[config.mk]
export PLATFORM = sky130hd
export DESIGN_NAME = crsf_rc_frame_receiver
export DESIGN_NICKNAME = d
export VERILOG_FILES = /design/src/rtl/core/crsf_pkg.sv /design/src/rtl/core/crsf_csr.sv /design/src/rtl/core/crsf_parser.sv /design/src/rtl/core/crsf_scaler.sv /design/src/rtl/core/crsf_rc_frame_receiver.sv
export SDC_FILE = /design/constraint.sdc
export NUM_CORES = 2
export LEC_CHECK = 0
export BUFFER_PORTS_ARGS = -buffer_cell sky130_fd_sc_hd__buf_2
export CAP_MARGIN = 20
export CELL_PAD_IN_SITES_DETAIL_PLACEMENT = 0
export CELL_PAD_IN_SITES_GLOBAL_PLACEMENT = 2
export CORE_MARGIN = 2
export CORE_UTILIZATION = 45
export CTS_CLUSTER_SIZE = 28
export DETAILED_ROUTE_END_ITERATION = 10
export PLACE_DENSITY = 0.95
export SLEW_MARGIN = 20
export SYNTH_ARGS = -nofsm -noshare
export SYNTH_HDL_FRONTEND = slang
export SYNTH_SLANG_ARGS = --single-unit
[constraint.sdc]
create_clock -name clock -period 17.31 [get_ports clock]
set_input_delay 3.462 -clock clock [delete_from_list [all_inputs] [get_ports clock]]
set_output_delay 3.462 -clock clock [all_outputs]
set_load 0.005 [all_outputs]
[src/rtl/core/crsf_pkg.sv]
// Package for the serial RC frame receiver: frame geometry, CRC helper,
// configuration and pipeline types. No dependencies.
`timescale 1ns / 1ps

package crsf_pkg;

   localparam int PAYLOAD_BYTES   = 22;
   localparam int NUM_CHANNELS    = 5;
   localparam int CHANNEL_BITS    = 11;

   localparam int FRAME_BYTES     = PAYLOAD_BYTES + 4;
   localparam int MAX_LENGTH      = PAYLOAD_BYTES + 2;
   localparam int POS_W           = $clog2(FRAME_BYTES);
   localparam int CHAN_FIELD_BITS = NUM_CHANNELS * CHANNEL_BITS;
   localparam int CHAN_BYTES      = (CHAN_FIELD_BITS + 7) / 8;
   localparam int CHAN_IDX_W      = $clog2(CHAN_BYTES);
   localparam int SCALE_W         = 16;
   localparam int OFFSET_W        = 12;
   localparam int OUT_W           = 13;

   localparam logic [POS_W-1:0] POS_SYNC   = POS_W'(0);
   localparam logic [POS_W-1:0] POS_LENGTH = POS_W'(1);
   localparam logic [POS_W-1:0] POS_TYPE   = POS_W'(2);
   localparam logic [POS_W-1:0] POS_FIRST  = POS_W'(3);
   localparam logic [POS_W-1:0] POS_LAST   = POS_W'(FRAME_BYTES - 1);

   localparam logic [7:0] CRC_POLY = 8'hD5;

   // Register indexes of the configuration port.
   localparam logic [1:0] CSR_SYNC_VALUE    = 2'd0;
   localparam logic [1:0] CSR_RC_FRAME_TYPE = 2'd1;
   localparam logic [1:0] CSR_SCALE_Q16     = 2'd2;
   localparam logic [1:0] CSR_OFFSET_US     = 2'd3;

   typedef struct packed {
      logic [7:0]          sync_value;
      logic [7:0]          rc_frame_type;
      logic [SCALE_W-1:0]  scale_q16;
      logic [OFFSET_W-1:0] offset_us;
   } cfg_type;

   typedef logic [NUM_CHANNELS-1:0][CHANNEL_BITS-1:0] raw_chan_type;

   // A frame that passed the length and CRC checks.
   typedef struct packed {
      logic         vld;
      logic [7:0]   kind;
      logic         rc;
      raw_chan_type raw;
   } frame_evt_type;

   // One byte of CRC-8, MSB first, no final xor.
   function automatic logic [7:0] crc8_feed(input logic [7:0] crc, input logic [7:0] b);
      logic [7:0] c;
      c = crc ^ b;
      for (int k = 0; k < 8; k++) begin
         c = c[7] ? ((c << 1) ^ CRC_POLY) : (c << 1);
      end
      return c;
   endfunction

endpackage

[src/rtl/core/crsf_csr.sv]
// Configuration registers of the RC frame receiver.
// Depends on crsf_pkg for the register indexes and the cfg_type struct.
`timescale 1ns / 1ps

module crsf_csr (
   input  logic              clock,
   input  logic              reset,
   input  logic              csr_valid,
   output logic              csr_ready,
   input  logic [1:0]        csr_index,
   input  logic [15:0]       csr_data,
   output crsf_pkg::cfg_type cfg
);
   import crsf_pkg::*;

   cfg_type cfg_ff;
   cfg_type cfg_in;

   assign csr_ready = 1'b1;
   assign cfg       = cfg_ff;

   always_comb begin
      cfg_in = cfg_ff;
      if (csr_valid) begin
         case (csr_index)
            CSR_SYNC_VALUE:    cfg_in.sync_value    = csr_data[7:0];
            CSR_RC_FRAME_TYPE: cfg_in.rc_frame_type = csr_data[7:0];
            CSR_SCALE_Q16:     cfg_in.scale_q16     = csr_data[SCALE_W-1:0];
            CSR_OFFSET_US:     cfg_in.offset_us     = csr_data[OFFSET_W-1:0];
            default:           cfg_in = cfg_ff;
         endcase
      end
   end

   always_ff @(posedge clock) begin
      if (reset) begin
         cfg_ff.sync_value    <= 8'd200;
         cfg_ff.rc_frame_type <= 8'd22;
         cfg_ff.scale_q16     <= 16'd40945;
         cfg_ff.offset_us     <= 12'd881;
      end else begin
         cfg_ff <= cfg_in;
      end
   end

endmodule

[src/rtl/core/crsf_parser.sv]
// Byte sequencer of the RC frame receiver: sync hunt, length, running CRC,
// channel field capture, and the checked frame event. Depends on crsf_pkg.
`timescale 1ns / 1ps

module crsf_parser (
   input  logic                    clock,
   input  logic                    reset,
   input  crsf_pkg::cfg_type       cfg,
   input  logic                    byte_accept,
   input  logic [7:0]              rx_data,
   output logic                    at_last,
   output crsf_pkg::frame_evt_type evt
);
   import crsf_pkg::*;

   logic [POS_W-1:0]        pos_ff, pos_in;
   logic [7:0]              len_ff, len_in;
   logic [7:0]              kind_ff, kind_in;
   logic [7:0]              crc_ff, crc_in;
   logic [7:0]              crc_len_ff, crc_len_in;
   logic [CHAN_BYTES*8-1:0] chan_ff, chan_in;
   frame_evt_type           evt_ff, evt_in;
   logic [7:0]              crc_next;
   logic [POS_W-1:0]        chan_pos;
   logic                    len_ok;

   assign at_last  = (pos_ff == POS_LAST);
   assign evt      = evt_ff;
   assign crc_next = crc8_feed(crc_ff, rx_data);
   assign chan_pos = pos_ff - POS_FIRST;
   assign len_ok   = (len_ff >= 8'd1) && (len_ff <= 8'(MAX_LENGTH));

   always_comb begin
      pos_in     = pos_ff;
      len_in     = len_ff;
      kind_in    = kind_ff;
      crc_in     = crc_ff;
      crc_len_in = crc_len_ff;
      chan_in    = chan_ff;
      evt_in     = evt_ff;
      evt_in.vld = 1'b0;
      for (int i = 0; i < NUM_CHANNELS; i++) begin
         evt_in.raw[i] = chan_ff[i*CHANNEL_BITS +: CHANNEL_BITS];
      end
      evt_in.kind = kind_ff;
      evt_in.rc   = (kind_ff == cfg.rc_frame_type);
      if (byte_accept) begin
         if (pos_ff == POS_SYNC) begin
            if (rx_data == cfg.sync_value) begin
               pos_in = POS_LENGTH;
            end
         end else if (pos_ff == POS_LENGTH) begin
            len_in     = rx_data;
            crc_in     = 8'd0;
            crc_len_in = 8'd0;
            pos_in     = POS_TYPE;
         end else if (!at_last) begin
            crc_in = crc_next;
            // The CRC covers length-1 bytes; keep it once that many are in.
            if ({{(8-POS_W){1'b0}}, pos_ff} == len_ff) begin
               crc_len_in = crc_next;
            end
            if (pos_ff == POS_TYPE) begin
               kind_in = rx_data;
            end else if (chan_pos < POS_W'(CHAN_BYTES)) begin
               chan_in[chan_pos[CHAN_IDX_W-1:0]*8 +: 8] = rx_data;
            end
            pos_in = pos_ff + POS_W'(1);
         end else begin
            pos_in     = POS_SYNC;
            evt_in.vld = len_ok && (crc_len_ff == rx_data);
         end
      end
   end

   always_ff @(posedge clock) begin
      if (reset) begin
         pos_ff     <= POS_SYNC;
         len_ff     <= 8'd0;
         kind_ff    <= 8'd0;
         crc_ff     <= 8'd0;
         crc_len_ff <= 8'd0;
         evt_ff.vld <= 1'b0;
      end else begin
         pos_ff     <= pos_in;
         len_ff     <= len_in;
         kind_ff    <= kind_in;
         crc_ff     <= crc_in;
         crc_len_ff <= crc_len_in;
         evt_ff.vld <= evt_in.vld;
      end
      chan_ff     <= chan_in;
      evt_ff.kind <= evt_in.kind;
      evt_ff.rc   <= evt_in.rc;
      evt_ff.raw  <= evt_in.raw;
   end

endmodule

[src/rtl/core/crsf_scaler.sv]
// Channel scaling and result register of the RC frame receiver: one
// multiplier per channel, then offset add, held channels and output word.
// Depends on crsf_pkg.
`timescale 1ns / 1ps

module crsf_scaler (
   input  logic                    clock,
   input  logic                    reset,
   input  crsf_pkg::cfg_type       cfg,
   input  crsf_pkg::frame_evt_type evt,
   output logic                    busy,
   output logic                    rsp_valid,
   input  logic                    rsp_stall,
   output logic [7:0]              rsp_frame_type,
   output logic                    rsp_rc_updated,
   output logic [crsf_pkg::NUM_CHANNELS-1:0][crsf_pkg::OUT_W-1:0] held
);
   import crsf_pkg::*;

   localparam int PROD_W = CHANNEL_BITS + SCALE_W;

   logic                                       prod_vld_ff;
   logic [7:0]                                 prod_kind_ff;
   logic                                       prod_rc_ff;
   logic [NUM_CHANNELS-1:0][CHANNEL_BITS-1:0]  prod_ff, prod_in;
   logic [NUM_CHANNELS-1:0][OUT_W-1:0]         held_ff, held_in;
   logic                                       rsp_valid_ff, rsp_valid_in;
   logic [7:0]                                 type_ff;
   logic                                       rc_ff;
   logic [PROD_W-1:0]                          full_prod [NUM_CHANNELS];

   always_comb begin
      for (int i = 0; i < NUM_CHANNELS; i++) begin
         full_prod[i] = PROD_W'(evt.raw[i]) * PROD_W'(cfg.scale_q16);
         prod_in[i]   = full_prod[i][PROD_W-1:SCALE_W];
      end
   end

   // The sum stays below 2^13, so no saturation is needed at these widths.
   always_comb begin
      held_in = held_ff;
      if (prod_vld_ff && prod_rc_ff) begin
         for (int i = 0; i < NUM_CHANNELS; i++) begin
            held_in[i] = OUT_W'(prod_ff[i]) + OUT_W'(cfg.offset_us);
         end
      end
   end

   always_comb begin
      rsp_valid_in = rsp_valid_ff && rsp_stall;
      if (prod_vld_ff) begin
         rsp_valid_in = 1'b1;
      end
   end

   always_ff @(posedge clock) begin
      if (reset) begin
         prod_vld_ff  <= 1'b0;
         rsp_valid_ff <= 1'b0;
         held_ff      <= '0;
      end else begin
         prod_vld_ff  <= evt.vld;
         rsp_valid_ff <= rsp_valid_in;
         held_ff      <= held_in;
      end
      prod_ff      <= prod_in;
      prod_kind_ff <= evt.kind;
      prod_rc_ff   <= evt.rc;
      if (prod_vld_ff) begin
         type_ff <= prod_kind_ff;
         rc_ff   <= prod_rc_ff;
      end
   end

   assign busy           = evt.vld || prod_vld_ff || rsp_valid_ff;
   assign rsp_valid      = rsp_valid_ff;
   assign rsp_frame_type = type_ff;
   assign rsp_rc_updated = rc_ff;
   assign held           = held_ff;

endmodule

[src/rtl/core/crsf_rc_frame_receiver.sv]
// Top level of the serial RC frame receiver with CRC-8 check.
// Instantiates crsf_csr, crsf_parser and crsf_scaler; depends on crsf_pkg.
`timescale 1ns / 1ps

// Usage:
// The req_ channel carries one received serial byte per word. Bytes are
// dropped until one matches sync_value; then a fixed 26-byte frame is
// collected (sync, length, type, 22 payload bytes, CRC). A byte is taken
// every cycle while req_stall is low, the CRC being updated as each byte
// arrives. When the last byte of a frame has a good length and CRC, one
// word appears on the rsp_ channel once it has passed the frame event,
// product and output registers: the frame type, an RC flag and the five
// held channels. An RC frame refreshes the channels as
// ((raw * scale_q16) >> 16) + offset_us.
// The rsp_ word stays in its output register until taken. Bytes keep being
// accepted while it waits; only the last byte of the next frame is stalled
// while an earlier result is still in the pipeline or unclaimed.
// The csr_ channel writes the four registers and is always ready; write
// them only while no frame is in progress. Synchronous reset restores the
// register defaults, restarts the sync hunt and clears the held channels.
module crsf_rc_frame_receiver (
   input  logic        clock,
   input  logic        reset,
   input  logic        req_valid,
   output logic        req_stall,
   input  logic [7:0]  req_rx_data,
   output logic        rsp_valid,
   input  logic        rsp_stall,
   output logic [7:0]  rsp_frame_type,
   output logic        rsp_rc_updated,
   output logic [12:0] rsp_channel_1,
   output logic [12:0] rsp_channel_2,
   output logic [12:0] rsp_channel_3,
   output logic [12:0] rsp_channel_4,
   output logic [12:0] rsp_channel_5,
   input  logic        csr_valid,
   output logic        csr_ready,
   input  logic [1:0]  csr_index,
   input  logic [15:0] csr_data
);
   import crsf_pkg::*;

   cfg_type                            cfg;
   frame_evt_type                      evt;
   logic                               at_last;
   logic                               busy;
   logic                               byte_accept;
   logic [NUM_CHANNELS-1:0][OUT_W-1:0] held;

   assign req_stall   = at_last && busy;
   assign byte_accept = req_valid && !req_stall;

   crsf_csr u_csr (
      .clock     (clock),
      .reset     (reset),
      .csr_valid (csr_valid),
      .csr_ready (csr_ready),
      .csr_index (csr_index),
      .csr_data  (csr_data),
      .cfg       (cfg)
   );

   crsf_parser u_parser (
      .clock       (clock),
      .reset       (reset),
      .cfg         (cfg),
      .byte_accept (byte_accept),
      .rx_data     (req_rx_data),
      .at_last     (at_last),
      .evt         (evt)
   );

   crsf_scaler u_scaler (
      .clock          (clock),
      .reset          (reset),
      .cfg            (cfg),
      .evt            (evt),
      .busy           (busy),
      .rsp_valid      (rsp_valid),
      .rsp_stall      (rsp_stall),
      .rsp_frame_type (rsp_frame_type),
      .rsp_rc_updated (rsp_rc_updated),
      .held           (held)
   );

   assign rsp_channel_1 = held[0];
   assign rsp_channel_2 = held[1];
   assign rsp_channel_3 = held[2];
   assign rsp_channel_4 = held[3];
   assign rsp_channel_5 = held[4];

endmodule

# Yosys cells after proc, flatten, opt, wreduce, memory -nomap -nowiden
# Index checks and enable logic that the tools add are counted.
# classes
shifts	2
order_cmp	3
n_addsub	8
n_bitwise	14
n_reduce_logical	23
mux	19
multipliers	5
div	0
eq_ne	12
# ops
cell	count
$mul 11x16->27	5
$mux 8	13
$add 11x12->13	5
$bwmux 56	1
$shift 8x34->56 const A	1
$shiftx 8x34->56	1
$not 5->5	8
$neg 6->34	1
$eq 8x8->1	3
$mux 5	4
$reduce_and 2->1	5
$eq 5x8->1	1
$ge 8x1->1 const B	1
$le 8x5->1 const B	1
$xor 8x8->8	1
$logic_and 1x1->1	6
$reduce_and 3->1	2
$reduce_and 6->1	1
$add 5x1->5 const B	1
$eq 5x1->1 const B	1
$eq 5x2->1 const B	1
$eq 5x5->1 const B	1
$logic_not 5->1	1
$lt 5x3->1 const B	1
14 further kinds	20
# word_totals
mem_bits_ro	0
ramBits	0
regBits	342
input_bits	31
latchBits	0
output_inout_bits	77
word_cells	120
memories	0

# Depth between registers and ports, before layout
# depth
depth_word	20
ltp_mapped	22
mapped_depth_nobuf	20

# Hierarchy
# A second synthesis with hierarchy kept.
# hier_totals
hier_cells	4259
area_unflattened_um2	39489.1
# by_module_without_submodules
mod	seq_area_each_um2	area_each_um2	n_inst	cells_per_inst
crsf_scaler	2892.8	31931.9	1	3615
crsf_parser	3693.5	5726.7	1	463
crsf_csr	880.8	1816.7	1	179
crsf_rc_frame_receiver	0.0	13.8	1	2

# Least setup slack after synthesis
# Ideal clock, no wire load.
# synth_timing
path_kind	register to register
start	reg u_csr.cfg_ff (netlist bit u_csr.cfg[19])
end	reg u_scaler.prod_ff[48] (netlist bit)
t_arrival_ps	5386
n_path_buf	2
period_less_slack_ps	5505
path_stages_with_launch	21
setup_slack_ps	11805
required_time_ps	17191
cell_sequence	dfxtp_1 clkbuf_1 clkbuf_1 nand2_1 fa_1 inv_1 fa_1 fa_1 fa_1 inv_1 fa_1 inv_1 ha_1 a21o_1 a211o_1 a2111oi_0 o21ai_1 and3_1 o21a_1 o22a_1 xor2_1
# synth_rtl
element	line	source
from (decl)	crsf_csr.sv:16	cfg_type cfg_ff;
from (signal assigned)	crsf_csr.sv:42	cfg_ff <= cfg_in;
to (signal assigned)	crsf_scaler.sv:66	prod_ff <= prod_in;
to (decl)	crsf_scaler.sv:25	logic [NUM_CHANNELS-1:0][CHANNEL_BITS-1:0] prod_ff, prod_in;

==> flow_metrics.tcl <==
set metrics [dict create \
    start_util_pct 45.2 \
    synth_area_per_cell_um2 9.21 \
    synth-edff-count 64 \
    timing.slew.headroom_pct 34.6 \
    final_common_cell "inv_1" \
    ys_seq_area_share_pct 19.1 \
    drtPass1Iterations 7 \
    cellLeakagePower_nw 20.9 \
    fin_nets 5237 \
    syn_to_final_growth_pct 6.32 \
    rsz0062_at_grt "no" \
    grt_max_degree 73 \
    port_buffers 106 \
    arrival_ps 6760 \
    clk_latency_ps 550 \
    cts_tree "done" \
    status "finished clean" \
    die_w_um 299 \
    fin_util_pct 48.1 \
    clock-sinks 341 \
    dr_total_vias 27600 \
    start_kind "register" \
    multi_input_area_mm2 0.0280 \
    swShare_pct 41.7 \
    die_h_um 299 \
    instances_no_fill 5390 \
    hold_viol 0 \
    dp.cells 5327 \
    cpMostUsedCell "fa_1" \
    cap_viol_max_count 0 \
    grtUsageTotal_pct 22.1 \
    netlist_instances 4245 \
    routed_wl_um 95600 \
    placed_area_mm2 0.0405 \
    ctsHoldBuffers 0 \
    synth.distinct_cells 77 \
    clk_path_buf_depth 3 \
    diodes 0 \
    clkTransAtPathRegs_ps 70 \
    syn_area_mm2 0.0391 \
    drive_above_1_share_pct 5.36 \
    p_total_mw 3.66 \
    drc_errors 0 \
    power.density_mw_per_mm2 88.1 \
    p_int_mw 2.13 \
    clkPwrFrac_pct 20.4 \
    critPathRequiredTime_ps 17720 \
    yosys_warnings 0 \
    endpoint_kind "register" \
    drt_iter0_markers 1358 \
    slew_violations 0 \
    hpwlAfterDp_um 71900 \
    io_pins 108 \
    grt_pass1_wl_um 158000 \
    syn_nets 5273 \
    path_buf_inv 4 \
    gp_congestion 0.830 \
    skew_ps 28.2 \
    critPathTopFamily "adder cells" \
    cts-root-buf "clkbuf_16" \
    crit_path_max_incr_delay_ps 670 \
    vias_per_cell 5.13 \
    path_cells "buf_4, nand2_1, fa_1, inv_1, fa_1, fa_1, fa_1, inv_1, fa_1, inv_1, ha_1, a2111oi_0, o21ai_1, a2bb2oi_2, a211o_1, a311oi_2, and4_1, or3_1" \
    coreArea_mm2 0.0865 \
    pwr-share-comb_pct 53.4 \
    rows 108 \
    antenna_found_initial 2 \
    synthArstFlopShare_pct 0 \
    path_class "reg -> reg" \
    min_period_ps 6350 \
    ant_nets 0 \
    ctsResizeCount 0 \
    finalCritPeriodShare_pct 36.7 \
    fmax_ghz 0.157 \
    htree_levels 2 \
    finalSetupViolations 0 \
    final_cell_mix "inv_1 (752), nand2_1 (632), fa_1 (625), and2_1 (460), ha_1 (372)" \
    register_area_mm2 0.00749 \
    tns_ps 0 \
    switching_power_mw 1.53 \
    stdcell_area_mm2 0.0416 \
    die_area_mm2 0.0893 \
    slowest_stage "dfxtp_2" \
    ys_ff_latch 341 \
    worstMarginPinSlew_ps 978 \
    cts_buffers 35 \
    wl_per_cell_um 17.7 \
    ys.flop_type "dfxtp_1" \
    peakVddDrop_v 0.000125 \
    grt_pass1_vias 29300 \
    grt-ovfl-total 0 \
    sequentialPowerShare_pct 26.2 \
    min_path_type "reg -> reg" \
    cts_setup_buffers 0 \
    critical_path.max_fanout 34 \
    n_fill_cell 8220 \
]
==> cell families (layout without fill, tap and decap cells) <==
logic type | after synthesis | count (layout) | synth area share (%)
AND/OR/NAND/NOR | 1445 | 1445 | 17.9
flip-flops | 341 | 341 | 19.1
AO/OA/AOI/OAI | 330 | 330 | 5.31
adder cells (fa/ha/maj) | 997 | 997 | 43.9
buffers and inverters | 956 | 946 | 9.36
other | 1 | 1 | 0.00959
XOR/XNOR | 134 | 134 | 3.34
multiplexers | 41 | 41 | 1.05
==> routing by layer <==
metal | share of wire, % | global-route usage, % | up-vias
li1 | - | - | 12900
met1 | 46 | 31.0 | 14000
met2 | 48 | 37.6 | 568
met3 | 3.9 | 1.64 | 113
met4 | 2.1 | 4.73 | 4
met5 | 0.026 | 0 | -
==> synth_stat cells (all sizes together) (26+ instances only) <==
| master | instances | share of area (%) |
|---|---|---|
| edfxtp | 64 | 4.9 |
| nor3 | 39 | 0.51 |
| mux2i | 41 | 1.0 |
| nand2 | 633 | 6.1 |
| dfxtp | 277 | 14 |
| xor2 | 52 | 1.2 |
| clkbuf | 181 | 1.8 |
| and2 | 460 | 7.4 |
| a21oi | 134 | 1.8 |
| a21o | 26 | 0.50 |
| nand3 | 54 | 0.70 |
| o21ai | 63 | 0.81 |
| xnor2 | 80 | 2.0 |
| inv | 753 | 7.2 |
| nor2 | 153 | 1.5 |
| ha | 372 | 12 |
| fa | 625 | 32 |
==> stage by stage <==
step / hold WS [ps] / setup WS, ps
2_1_floorplan: 310 / 11810
3_3_place_gp: 315 / 10880
3_5_place_dp: 315 / 10830
4_1_cts: 331 / 10970
5_1_grt: 336 / 10700
6_report: 323 / 10960
==> layout make-up <==
cell class | count | area share [%]
Sequential cell | 341 | 18.0
Clock inverter | 18 | 0.364
Inverter | 754 | 6.81
Clock buffer | 45 | 2.32
Multi-Input combinational cell | 2948 | 67.3
Tap cell | 1155 | 3.48
Timing Repair Buffer | 129 | 1.70
==> sequential cells by signal, indices dropped and copies added (netlist names) <==
name	cells
u_parser.chan_ff	55
u_scaler.prod_vld_ff	1
u_parser.crc_ff	8
u_scaler.rsp_valid	1
u_parser.kind_ff	8
u_scaler.held	65
u_scaler.rsp_frame_type	8
u_parser.crc_len_ff	8
u_scaler.prod_kind_ff	8
u_csr.cfg	44
u_scaler.prod_ff	55
u_parser.pos_ff	5
u_parser.len_ff	8
u_parser.evt	65
u_scaler.prod_rc_ff	1
u_scaler.rsp_rc_updated	1
==> power by group through the flow <==
stage               clock, mW  sequential [mW]  combinational (mW)
floorplan                   0            0.924                1.49
global placement            0            0.974                1.92
detailed placement          0            0.973                1.94
CTS                     0.762            0.958                1.96
global route            0.789            0.961                2.25
finish                  0.747            0.959                1.95
==> worst paths after layout <==
check,from,to,slack (ps),cells past startpoint
worst max-delay path,u_csr.cfg[20],u_scaler.prod_ff[10],10960,18
worst min-delay path,u_parser.evt[62],u_scaler.prod_kind_ff[6],320,0
worst max register to register,u_csr.cfg[20],u_scaler.prod_ff[10],10960,18
worst min register to register,u_parser.evt[62],u_scaler.prod_kind_ff[6],320,0
Note: power is estimated with default switching activity, not from simulation.
